===== config.mk =====
export PLATFORM = sky130hd
export DESIGN_NAME = nmea_sentence_validator_flat
export DESIGN_NICKNAME = d
export VERILOG_FILES = /design/src/design/nsv_pkg.sv /design/src/design/nsv_if.sv /design/src/design/nsv_in_stage.sv /design/src/design/nsv_line_track.sv /design/src/design/nsv_out_stage.sv /design/src/design/nmea_sentence_validator.sv /design/src/flat_wrapper.sv
export SDC_FILE = /design/constraint.sdc
export NUM_CORES = 1
export LEC_CHECK = 0
export ABC_AREA = 1
export BUFFER_PORTS_ARGS = -buffer_cell sky130_fd_sc_hd__buf_4
export CAP_MARGIN = 20
export CORE_ASPECT_RATIO = 0.5
export CORE_UTILIZATION = 45
export DETAILED_ROUTE_END_ITERATION = 8
export PLACE_DENSITY = 0.71
export RECOVER_POWER = 50
export SLEW_MARGIN = 5
export SYNTH_ARGS = -nofsm -noshare
export SYNTH_HDL_FRONTEND = slang
export SYNTH_SLANG_ARGS = --single-unit

===== constraint.sdc =====
create_clock -name i_clk -period 2.4 [get_ports i_clk]
set_input_delay 0.72 -clock i_clk [delete_from_list [all_inputs] [get_ports i_clk]]
set_output_delay 0.72 -clock i_clk [all_outputs]
set_load 0.01 [all_outputs]

===== src/design/nsv_pkg.sv =====
// Shared constants, types and helper functions for the NMEA sentence validator.
package nsv_pkg;

    // Line buffer sizing
    localparam int LINE_CAPACITY = 128;
    localparam int CNT_W         = $clog2(LINE_CAPACITY);
    localparam int LEN_W         = 7;
    localparam int MIN_LEN       = 9;

    // Character codes
    localparam logic [7:0] CHR_CR     = 8'h0D;
    localparam logic [7:0] CHR_LF     = 8'h0A;
    localparam logic [7:0] CHR_DOLLAR = 8'h24;
    localparam logic [7:0] CHR_STAR   = 8'h2A;

    // Pattern matcher: matched prefix length, four means the whole tag was seen
    localparam int         PAT_LEN     = 4;
    localparam logic [2:0] MATCH_FOUND = 3'd4;

    typedef logic [7:0] t_pat [PAT_LEN];

    localparam t_pat PAT_GGA = '{8'h47, 8'h47, 8'h41, 8'h2C};
    localparam t_pat PAT_RMC = '{8'h52, 8'h4D, 8'h43, 8'h2C};
    localparam t_pat PAT_VTG = '{8'h56, 8'h54, 8'h47, 8'h2C};

    typedef enum logic [1:0] {
        KIND_OTHER = 2'd0,
        KIND_GGA   = 2'd1,
        KIND_RMC   = 2'd2,
        KIND_VTG   = 2'd3
    } t_kind;

    // Byte held in the input register
    typedef struct packed {
        logic       valid;
        logic [7:0] data;
    } t_byte_stage;

    // One finished line summary
    typedef struct packed {
        logic             sentence_valid;
        t_kind            sentence_kind;
        logic [LEN_W-1:0] line_length;
        logic [7:0]       computed_checksum;
    } t_result;

    // Longest prefix of pat that ends the matched text after appending c
    function automatic logic [2:0] match_next(input t_pat pat, input logic [2:0] k,
                                              input logic [7:0] c);
        logic [2:0] res;
        logic       ok;
        int         idx;
        res = '0;
        if (k >= MATCH_FOUND) begin
            res = MATCH_FOUND;
        end else begin
            for (int jj = 1; jj <= PAT_LEN; jj++) begin
                if (jj <= int'(k) + 1) begin
                    ok = (pat[jj-1] == c);
                    for (int ii = 0; ii < PAT_LEN - 1; ii++) begin
                        if (ii + 1 < jj) begin
                            idx = int'(k) - jj + 1 + ii;
                            ok  = ok && (pat[ii] == pat[idx[1:0]]);
                        end
                    end
                    if (ok) begin
                        res = jj[2:0];
                    end
                end
            end
        end
        return res;
    endfunction

    // Decode one hex digit: {hit, value}
    function automatic logic [4:0] hex_decode(input logic [7:0] c);
        logic [4:0] res;
        case (c) inside
            [8'h30:8'h39]: res = {1'b1, 4'(c - 8'h30)};
            [8'h61:8'h66]: res = {1'b1, 4'(c - 8'h57)};
            [8'h41:8'h46]: res = {1'b1, 4'(c - 8'h37)};
            default:       res = '0;
        endcase
        return res;
    endfunction

endpackage


===== src/design/nsv_if.sv =====
// Valid/ready channel interfaces for received bytes and line results.
interface nsv_byte_if;
    logic       valid;
    logic       ready;
    logic [7:0] rx_byte;

    modport source (output valid, output rx_byte, input ready);
    modport sink   (input valid, input rx_byte, output ready);
endinterface

interface nsv_result_if;
    logic       valid;
    logic       ready;
    logic       sentence_valid;
    logic [1:0] sentence_kind;
    logic [6:0] line_length;
    logic [7:0] computed_checksum;

    modport source (output valid, output sentence_valid, output sentence_kind,
                    output line_length, output computed_checksum, input ready);
    modport sink   (input valid, input sentence_valid, input sentence_kind,
                    input line_length, input computed_checksum, output ready);
endinterface


===== src/design/nsv_in_stage.sv =====
// Input register: captures one received byte per beat.
module nsv_in_stage
    import nsv_pkg::*;
(
    input  logic         i_clk,
    input  logic         i_rst_n,
    nsv_byte_if.sink     i_byte,
    input  logic         i_take,
    output t_byte_stage  o_stage
);

    logic       r_valid;
    logic [7:0] r_data;

    // Accept when empty or when the held byte leaves this cycle
    assign i_byte.ready = !r_valid || i_take;

    // Hold valid flag
    always_ff @(posedge i_clk) begin
        if (!i_rst_n) begin
            r_valid <= 1'b0;
        end else if (i_byte.ready) begin
            r_valid <= i_byte.valid;
        end
    end

    // Load payload on each accepted beat
    always_ff @(posedge i_clk) begin
        if (i_byte.valid && i_byte.ready) begin
            r_data <= i_byte.rx_byte;
        end
    end

    assign o_stage.valid = r_valid;
    assign o_stage.data  = r_data;

endmodule


===== src/design/nsv_line_track.sv =====
// Per-line state: length, leading dollar, checksum, tag matchers and the line summary.
module nsv_line_track
    import nsv_pkg::*;
(
    input  logic        i_clk,
    input  logic        i_rst_n,
    input  t_byte_stage i_stage,
    input  logic        i_out_free,
    output logic        o_take,
    output logic        o_res_load,
    output t_result     o_res
);

    logic [CNT_W-1:0] r_count,    n_count;
    logic             r_dollar,   n_dollar;
    logic [7:0]       r_xor,      n_xor;
    logic             r_star,     n_star;
    logic [1:0]       r_after,    n_after;
    logic [7:0]       r_rx_sum,   n_rx_sum;
    logic             r_hex_end,  n_hex_end;
    logic [2:0]       r_gga,      n_gga;
    logic [2:0]       r_rmc,      n_rmc;
    logic [2:0]       r_vtg,      n_vtg;

    logic [7:0] c;
    logic       is_cr;
    logic       is_lf;
    logic       full;
    logic [4:0] hex;

    assign c     = i_stage.data;
    assign is_cr = (c == CHR_CR);
    assign is_lf = (c == CHR_LF);
    assign full  = (r_count >= CNT_W'(LINE_CAPACITY - 1));
    assign hex   = hex_decode(c);

    // A line feed needs room in the output register; other bytes always advance
    assign o_take = i_stage.valid && (!is_lf || i_out_free);

    // Build the summary of the line held so far
    always_comb begin
        o_res.sentence_valid = (r_count >= CNT_W'(MIN_LEN)) && r_dollar && r_star
                               && (r_after == 2'd2) && (r_xor == r_rx_sum);
        if (r_gga == MATCH_FOUND) begin
            o_res.sentence_kind = KIND_GGA;
        end else if (r_rmc == MATCH_FOUND) begin
            o_res.sentence_kind = KIND_RMC;
        end else if (r_vtg == MATCH_FOUND) begin
            o_res.sentence_kind = KIND_VTG;
        end else begin
            o_res.sentence_kind = KIND_OTHER;
        end
        o_res.line_length       = LEN_W'(r_count);
        o_res.computed_checksum = r_xor;
    end

    // Advance line state by one byte
    always_comb begin
        n_count   = r_count;
        n_dollar  = r_dollar;
        n_xor     = r_xor;
        n_star    = r_star;
        n_after   = r_after;
        n_rx_sum  = r_rx_sum;
        n_hex_end = r_hex_end;
        n_gga     = r_gga;
        n_rmc     = r_rmc;
        n_vtg     = r_vtg;
        o_res_load = 1'b0;
        if (o_take && !is_cr) begin
            if (is_lf || full) begin
                // End of line or overflow: drop back to an empty line
                o_res_load = is_lf;
                n_count   = '0;
                n_dollar  = 1'b0;
                n_xor     = '0;
                n_star    = 1'b0;
                n_after   = '0;
                n_rx_sum  = '0;
                n_hex_end = 1'b0;
                n_gga     = '0;
                n_rmc     = '0;
                n_vtg     = '0;
            end else begin
                if (r_count == '0) begin
                    n_dollar = (c == CHR_DOLLAR);
                end else if (!r_star) begin
                    if (c == CHR_STAR) begin
                        n_star = 1'b1;
                    end else begin
                        n_xor = r_xor ^ c;
                    end
                end else begin
                    if (r_after != 2'd2) begin
                        n_after = r_after + 2'd1;
                    end
                    if (!r_hex_end) begin
                        if (hex[4]) begin
                            n_rx_sum = {r_rx_sum[3:0], hex[3:0]};
                        end else begin
                            n_hex_end = 1'b1;
                        end
                    end
                end
                n_gga   = match_next(PAT_GGA, r_gga, c);
                n_rmc   = match_next(PAT_RMC, r_rmc, c);
                n_vtg   = match_next(PAT_VTG, r_vtg, c);
                n_count = r_count + CNT_W'(1);
            end
        end
    end

    // Update line registers
    always_ff @(posedge i_clk) begin
        if (!i_rst_n) begin
            r_count   <= '0;
            r_dollar  <= 1'b0;
            r_xor     <= '0;
            r_star    <= 1'b0;
            r_after   <= '0;
            r_rx_sum  <= '0;
            r_hex_end <= 1'b0;
            r_gga     <= '0;
            r_rmc     <= '0;
            r_vtg     <= '0;
        end else begin
            r_count   <= n_count;
            r_dollar  <= n_dollar;
            r_xor     <= n_xor;
            r_star    <= n_star;
            r_after   <= n_after;
            r_rx_sum  <= n_rx_sum;
            r_hex_end <= n_hex_end;
            r_gga     <= n_gga;
            r_rmc     <= n_rmc;
            r_vtg     <= n_vtg;
        end
    end

endmodule


===== src/design/nsv_out_stage.sv =====
// Result register: holds one line summary until the sink takes the beat.
module nsv_out_stage
    import nsv_pkg::*;
(
    input  logic          i_clk,
    input  logic          i_rst_n,
    input  logic          i_load,
    input  t_result       i_res,
    output logic          o_free,
    nsv_result_if.source  o_result
);

    logic    r_valid;
    t_result r_res;

    assign o_free = !r_valid || o_result.ready;

    // Hold valid until taken
    always_ff @(posedge i_clk) begin
        if (!i_rst_n) begin
            r_valid <= 1'b0;
        end else if (i_load) begin
            r_valid <= 1'b1;
        end else if (o_result.ready) begin
            r_valid <= 1'b0;
        end
    end

    // Load payload
    always_ff @(posedge i_clk) begin
        if (i_load) begin
            r_res <= i_res;
        end
    end

    assign o_result.valid             = r_valid;
    assign o_result.sentence_valid    = r_res.sentence_valid;
    assign o_result.sentence_kind     = r_res.sentence_kind;
    assign o_result.line_length       = r_res.line_length;
    assign o_result.computed_checksum = r_res.computed_checksum;

endmodule


===== src/design/nmea_sentence_validator.sv =====
// Top level of the NMEA sentence validator.
//
//  channel   | dir | modport | payload
//  ----------+-----+---------+-----------------------------------------------
//  i_byte    | in  | sink    | rx_byte[7:0]
//  o_result  | out | source  | sentence_valid, sentence_kind[1:0],
//            |     |         | line_length[6:0], computed_checksum[7:0]
//
//  One byte per cycle sustained unless a line feed waits (see below); a byte that does not
//  wait updates the line state at the edge after the one that loads it into the input register.
//  A line feed's result is valid from the edge at which the line state takes the line feed.
//  A line feed waits in the input register while the result register is full
//  and not taken; other bytes never wait on the output side.
//  Reset (synchronous, active low) empties both registers and the line state.
module nmea_sentence_validator
    import nsv_pkg::*;
(
    input  logic          i_clk,
    input  logic          i_rst_n,
    nsv_byte_if.sink      i_byte,
    nsv_result_if.source  o_result
);

    t_byte_stage stage;
    logic        take;
    logic        res_load;
    t_result     res;
    logic        out_free;

    nsv_in_stage u_in (
        .i_clk   (i_clk),
        .i_rst_n (i_rst_n),
        .i_byte  (i_byte),
        .i_take  (take),
        .o_stage (stage)
    );

    nsv_line_track u_track (
        .i_clk      (i_clk),
        .i_rst_n    (i_rst_n),
        .i_stage    (stage),
        .i_out_free (out_free),
        .o_take     (take),
        .o_res_load (res_load),
        .o_res      (res)
    );

    nsv_out_stage u_out (
        .i_clk    (i_clk),
        .i_rst_n  (i_rst_n),
        .i_load   (res_load),
        .i_res    (res),
        .o_free   (out_free),
        .o_result (o_result)
    );

    // A result comes only from a held line feed
    a_res_from_lf: assert property (@(posedge i_clk) disable iff (!i_rst_n)
        res_load |-> (stage.valid && stage.data == CHR_LF))
        else $error("result loaded without a line feed");

    // A loaded result is presented in the next cycle
    a_res_shown: assert property (@(posedge i_clk) disable iff (!i_rst_n)
        res_load |=> o_result.valid)
        else $error("loaded result not presented");

    // A held byte that does not advance stays unchanged
    a_stage_hold: assert property (@(posedge i_clk) disable iff (!i_rst_n)
        (stage.valid && !take) |=> (stage.valid && $stable(stage.data)))
        else $error("stalled byte lost or changed");

endmodule


===== src/flat_wrapper.sv =====
// flat-port wrapper written by rule: the top's interface ports become plain ports
module nmea_sentence_validator_flat import nsv_pkg::*;
  (i_clk, i_rst_n, i_byte_valid, i_byte_rx_byte, i_byte_ready, o_result_valid, o_result_sentence_valid, o_result_sentence_kind, o_result_line_length, o_result_computed_checksum, o_result_ready);
  nsv_byte_if i_byte_i ();
  nsv_result_if o_result_i ();
  input  logic i_clk;
  input  logic i_rst_n;
  input wire logic [$bits(i_byte_i.valid)-1:0] i_byte_valid;
  input wire logic [$bits(i_byte_i.rx_byte)-1:0] i_byte_rx_byte;
  output wire logic [$bits(i_byte_i.ready)-1:0] i_byte_ready;
  output wire logic [$bits(o_result_i.valid)-1:0] o_result_valid;
  output wire logic [$bits(o_result_i.sentence_valid)-1:0] o_result_sentence_valid;
  output wire logic [$bits(o_result_i.sentence_kind)-1:0] o_result_sentence_kind;
  output wire logic [$bits(o_result_i.line_length)-1:0] o_result_line_length;
  output wire logic [$bits(o_result_i.computed_checksum)-1:0] o_result_computed_checksum;
  input wire logic [$bits(o_result_i.ready)-1:0] o_result_ready;
  assign i_byte_i.valid = i_byte_valid;
  assign i_byte_i.rx_byte = i_byte_rx_byte;
  assign i_byte_ready = i_byte_i.ready;
  assign o_result_valid = o_result_i.valid;
  assign o_result_sentence_valid = o_result_i.sentence_valid;
  assign o_result_sentence_kind = o_result_i.sentence_kind;
  assign o_result_line_length = o_result_i.line_length;
  assign o_result_computed_checksum = o_result_i.computed_checksum;
  assign o_result_i.ready = o_result_ready;
  nmea_sentence_validator u_core (.i_clk(i_clk), .i_rst_n(i_rst_n), .i_byte(i_byte_i), .o_result(o_result_i));
endmodule

Word level (Yosys, flattened, before mapping). Cells that the tools add are included.

Bits in registers: 65. Bits of input ports: 12. Output and inout bits: 20. Memories kept: 0. Word-level logic and storage cells: 390. Latch bits: 0. Memory bits (read-only): 0. Memory bits (writable): 0.

Equality and inequality tests: 40. Muxes and demuxes: 190. Div/mod/pow operators: 0. Multiply operators: 0. Bitwise logic cells: 19. Order comparisons: 41. Add/sub/neg operators: 35. Reduce and logical (&&, ||, !) cells: 48. Shifts and indexed selects: 0.

Operators with widths (count): 8-bit 2-to-1 mux (45); 8-bit binary-select mux with 2-bit select (18); 7-bit by 8-bit == test with 1-bit output (first input constant) (25); 3-bit by 32-bit less-or-equal comparator with 1-bit output (first input constant) (6); 2-bit by 32-bit less-or-equal comparator with 1-bit output (first input constant) (3); 1-bit 2-to-1 mux (93); 3-bit 2-to-1 mux (24); 3-bit greater-or-equal comparator (second input constant) (21); 2-bit inverter with 3-bit output (18); 2-bit adder (second input constant) (18); 1-bit logical AND (28); 8-bit by 4-bit == test with 1-bit output (second input constant) (2); 8-bit by 6-bit == test with 1-bit output (second input constant) (2); 8-bit by 7-bit greater-or-equal comparator with 1-bit output (second input constant) (2); 8-bit by 7-bit less-or-equal comparator with 1-bit output (second input constant) (2); 5-bit 2-to-1 mux (3); 3-bit by 1-bit adder with 4-bit output (second input constant) (3); 3-bit by 4-bit less-or-equal comparator with 1-bit output (first input constant) (3); 2-bit 2-to-1 mux (6); 2-bit subtractor (second input constant) (6); 2-bit nonzero test (5); 3-bit == test (second input constant) (3); 6-bit by 8-bit == test with 1-bit output (first input constant) (1); 8-bit == test (1); 21 further kinds (35).

Longest topological paths before layout.
Word-level depth: 26. Depth in mapped cells: 14. Mapped depth without buffers: 13.

Modules after synthesis. Synthesis repeated with hierarchy kept, for this count alone.

Cell total of the unflattened synthesis: 463. Area total of the unflattened synthesis: 3731.1 um2.

By module, submodules not included: nsv_line_track (instances 1, area each 2845.2 um2, seq. area each 740.7 um2, cells an instance 423); nsv_out_stage (instances 1, area each 586.8 um2, seq. area each 560.5 um2, cells an instance 24); nsv_in_stage (instances 1, area each 299.0 um2, seq. area each 260.2 um2, cells an instance 16).

Least setup slack after synthesis. No wires, ideal clock.

Path type: register to register. Start point: register u_core.u_in.r_data[0]. End point: register u_core.u_out.r_res, in the netlist u_core.u_out.o_result.computed_checksum[0] (enable). Buffers on the path: 1. Cell stages (with the launch flop): 9. Path slack: -0.040 ns. Library setup time: 0.394 ns. Clock period less this slack: 2.440 ns. Data arrival time: 2.046 ns. Data required time: 2.006 ns. Cell sequence: edfxtp_1 inv_1 ha_1 nand3_4 nor2_4 nand2_1 nand3_2 buf_6 nor2_1.

Word-level cells in the longest chain between the ends: 6. Elaborated cells on any way between the ends: 10. Classes of those cells: eq/ne (2); mux (2); reduce/logical (6).

Ends and longest elaborated chain: from (decl) (line nsv_in_stage.sv:13) `logic [7:0] r_data;`; from (signal assigned) (line nsv_in_stage.sv:30) `r_data <= i_byte.rx_byte;`; 8-bit by 4-bit == test with 1-bit output (line nsv_line_track.sv:33) `assign is_lf = (c == CHR_LF);`; 1-bit logical NOT (line nsv_line_track.sv:38) `assign o_take = i_stage.valid && (!is_lf || i_out_free);`; 1-bit logical OR (line nsv_line_track.sv:38); 1-bit logical AND (line nsv_line_track.sv:38); 1-bit logical AND (line nsv_line_track.sv:70) `if (o_take && !is_cr) begin`; 1-bit 2-to-1 mux * (line nsv_line_track.sv:70); named net u_core.res_load (line nmea_sentence_validator.sv:26) `logic res_load;`; to (signal assigned) (line nsv_out_stage.sv:32) `r_res <= i_res;`; to (decl) (line nsv_out_stage.sv:14) `t_result r_res;`.

The timed path passes the listed nets; every way through them passes the cells marked *. A chain may end at the register's enable or synchronous reset.

Worst setup path after layout.
Start point: register u_core.u_in.r_data[1]. End point: output port i_byte_ready.

Word-level cells in the longest chain between the ends: 5.

Ends and longest elaborated chain: 8-bit by 4-bit == test with 1-bit output (line nsv_line_track.sv:33); 1-bit logical NOT (line nsv_line_track.sv:38); 1-bit logical OR (line nsv_line_track.sv:38); 1-bit logical AND (line nsv_line_track.sv:38); 1-bit logical OR (line nsv_in_stage.sv:16) `assign i_byte.ready = !r_valid || i_take;`; to (decl) (line flat_wrapper.sv:10) `output wire logic [$bits(i_byte_i.ready)-1:0] i_byte_ready;`.

No other way between the ends.

==> impl_results.md <==
- Outcome: finished, violations left
- Failing checks: DRC
- Post-DP HPWL: 5983 um
- Category of the worst setup path launch point: register
- TritonCTS Sinks: 65
- Clock power frac: 47.4%
- PortBufs: 31
- Total core area: 8058 um2
- Time the worst path needs with I/O delays and setup: 2.295 ns
- Arrival @ worst endpoint: 1.57 ns
- Worst stage delay on the critical path: 0.46 ns
- GR met3 Demand/Resource: 4.642%
- Leading cell type in the layout, fill and taps excluded: sky130_fd_sc_hd__nand2_1
- Area enclosed by the die boundary: 8784 um2
- Static leakage: 1.867 nW
- Layer with the highest usage after global routing: met2
- Number of distinct standard cells referenced by the synthesized netlist: 39
- Timing-limited maximum frequency: 435.7 MHz
- HP Class: reg2reg
- Wire length of the first global-routing pass: 13,530 um
- Worst clock skew on the final layout: 0.005558 ns
- Quantity of hold-fixing buffers added after cts: 0
- Commonest non-fill, non-tap cells in the layout: sky130_fd_sc_hd__nand2_1 (103), sky130_fd_sc_hd__nor2_1 (66), sky130_fd_sc_hd__inv_1 (54)
- Clock-pin slew on the worst setup and hold paths: 0.05 ns
- Slowest library cell on the worst path: sky130_fd_sc_hd__edfxtp_1
- Kind of critical path: reg2out
- Io pins: 32
- Logic pwr share: 8.2%
- Cell taking the most area after synthesis: sky130_fd_sc_hd__dfxtp_1
- Sequential element share of the synthesized area: 41.35%
- CTS tree: built
- Residual antenna-violating net count after detailed routing: 0
- First drt pass iteration count: 9
- Average wire per standard cell: 13.05 um
- Number of global-route vias before repair: 2,888
- Avg Cell Area, Syn: 7.967 um2
- Multi-input combinational cell area: 1881 um2
- Layout fillers: 775
- Initial core utilization: 46.86%
- Share of layout cells above drive strength 1: 14.15%
- WP buf/inv: 1
- Slew at the pin with the worst max-slew slack: 0.5021 ns
- Area share of the largest cell type after synthesis: 20.68%
- P per Cell Area: 612.7 nW/um2
- Setup crit end kind: output pin
- Maximum Capacitance Violations: 0
- Final setup violation count: 0
- Worst-path maximum fanout: 5
- Area taken by flip-flops and latches: 1562 um2
- Met1 capacity usage during global routing: 27.03%
- Crit-path cells: ha_2, nand3_4, nor2_4, nand3_2, buf_4
- DIE HEIGHT: 66.78 um
- Routed wire length: 8286 um
- Placed Cells incl. Taps: 613
- GP Congestion: 0.8412
- Clock Root Buffer: sky130_fd_sc_hd__clkbuf_16
- Via Count: 3,191
- Area grow syn2layout: 16.50%
- Final sum of negative setup slack: 0 ns
- Cell family contributing the most delay on the critical path: flip-flops
- Net count of the finished layout: 559
- Met2 layer usage reported by global route: 31.42%
- Residual overflow from global routing: 0
- Width of the die: 131.6 um
- Residual DRC count: 3
- Max-slew violations: 0
- Number of register bits inferred by synthesis: 65
- Synth warnings: 0
- DR iter-0 viols: 244
- Cell-internal power: 2.049 mW
- Mapped Area: 3776 um2
- Post-Syn Nets: 515
- Final Power: 2.695 mW
- Maximum level of the CTS H-tree: 3
- Relative contribution of sequential cells to total power: 44.4%
- Slew HR: 66.53%
- Final cycle utilization of the critical path: 95.62%
- Post-Syn Instances: 474
- Setup repair after global routing missed its margin: false
- Required time of the worst setup path: 1.68 ns
- Final Non-Filler Cells: 635
- Top cells by area, synth: sky130_fd_sc_hd__dfxtp_1 (21%), sky130_fd_sc_hd__edfxtp_1 (21%), sky130_fd_sc_hd__nand2_1 (10%)
- Antenna violations before repair: 0
- # diodes: 0
- Hold Fails Final Rpt: 0
- Clock latency of the later-clocked register in the worst-skew pair: 0.33 ns
- Average vias per placed instance: 5.025
- Switching power: 646.6 uW
- Site Rows: 23
- Pin count of the biggest net entering global routing: 20
- GRT Total Usage: 19.99%
- Maximum vdd ir drop: 0.2986 mV
- Maximum root-to-sink buffer count: 2
- Inserted Clock Buffers: 9
- Net switching fraction of the power: 23.99%
[cell type report]
type | instances | share of cell area [%]
Multi-Input combinational cell | 332 | 42.75
Sequential cell | 65 | 35.49
Timing Repair Buffer | 44 | 6.371
Inverter | 66 | 5.660
Clock buffer | 11 | 5.290
Tap cell | 112 | 3.185
Clock inverter | 5 | 1.251
[worst register-to-register path: stages (launching register included)]
cell and delay (ns):
sky130_fd_sc_hd__edfxtp_1 0.60, sky130_fd_sc_hd__nand2_1 0.19, sky130_fd_sc_hd__inv_2 0.07, sky130_fd_sc_hd__nand4_1 0.09
sky130_fd_sc_hd__nand3_2 0.26, sky130_fd_sc_hd__inv_2 0.22, sky130_fd_sc_hd__nand3_2 0.25, sky130_fd_sc_hd__o21ai_0 0.24
sky130_fd_sc_hd__a21oi_1 0.09
[synthesized netlist by cell type (all sizes together)]
library cell,n
a21oi,19
o311ai,1
o2111ai,1
nand2,108
nor3b,2
nor3,14
clkinv,1
a221oi,1
xor2,7
nand3,27
o21ai,19
o22ai,6
inv,65
dfxtp,39
nor4,8
ha,29
nand3b,3
nand4,9
a21boi,1
edfxtp,26
clkbuf,2
buf,9
nor2,73
o211ai,3
o32ai,1
[final timing paths]
kind,startpoint,endpoint,slack [ns],cells after the start
worst max-delay path,u_core.u_in.r_data[1]$_DFFE_PP_,i_byte_ready,0.11,5
worst min-delay path,u_core.u_track.r_xor[7]$_SDFFE_PN0P_,u_core.u_out.o_result.computed_checksum[7]$_DFFE_PP_,0.47,0
worst max register to register,u_core.u_in.r_data[3]$_DFFE_PP_,u_core.u_track.r_xor[1]$_SDFFE_PN0P_,0.27,8
worst min register to register,u_core.u_track.r_xor[7]$_SDFFE_PN0P_,u_core.u_out.o_result.computed_checksum[7]$_DFFE_PP_,0.47,0
[through the flow]
| stage | utilization (%) | cell area (um2) | setup slack (ns) | hold slack, ns |
|---|---|---|---|---|
| 4_1_cts | 54.97 | 4429 | 0.01113 | 0.4696 |
| 6_report | 54.60 | 4399 | 0.1050 | 0.4749 |
| 2_1_floorplan | - | 3779 | 0.2774 | 0.4082 |
| 3_5_place_dp | 51.30 | 4134 | 0.1777 | 0.4530 |
| 5_1_grt | 54.60 | 4399 | 0.03709 | 0.4855 |
| 3_3_place_gp | 51.30 | 4134 | 0.2628 | 0.4581 |
[power groups by stage]
stage | sequential (mW) | combinational [mW] | clock (mW)
finish | 1.20 | 0.222 | 1.28
global route | 1.20 | 0.250 | 1.34
detailed placement | 1.22 | 0.206 | 0
CTS | 1.20 | 0.210 | 1.29
floorplan | 1.20 | 0.157 | 0
global placement | 1.22 | 0.203 | 0
[per-layer routing]
metal  wire length, um  vias to the layer above
met3               375                       10
met2              3568                       70
met5                 0                        -
met4                87                        0
met1              4254                     1476
li1                  -                     1635
[cell families after synthesis]
| kind of cell | count (synthesis) | share of synthesized area, % |
|---|---|---|
| compound gates | 52 | 8.052 |
| xor+xnor | 7 | 1.624 |
| fa+ha+maj | 29 | 9.609 |
| buf+inv | 77 | 9.112 |
| flops | 65 | 41.35 |
| simple gates | 244 | 30.25 |
[repair_timing]
item / in CTS / in global routing
gates cloned: 0 / 0
endpoints found under the setup margin: 1 / 1
buffers inserted: 1 / 5
gates resized for setup: 1 / 2
[flip-flops by register name, summed over array words and instances, names as in the netlist]
| name | flops |
|---|---|
| u_core.u_in.r_data | 8 |
| u_core.u_track.r_dollar | 1 |
| u_core.u_track.r_after | 2 |
| u_core.u_in.r_valid | 1 |
| u_core.u_out.o_result.sentence_kind | 2 |
| u_core.u_out.o_result.valid | 1 |
| u_core.u_track.r_rx_sum | 8 |
| u_core.u_track.r_xor | 8 |
| u_core.u_track.r_count | 7 |
| u_core.u_out.o_result.line_length | 7 |
| u_core.u_track.r_rmc | 3 |
| u_core.u_out.o_result.computed_checksum | 8 |
| u_core.u_out.o_result.sentence_valid | 1 |
| u_core.u_track.r_hex_end | 1 |
| u_core.u_track.r_gga | 3 |
| u_core.u_track.r_star | 1 |
| u_core.u_track.r_vtg | 3 |
Power figures use the tool's default switching activity.
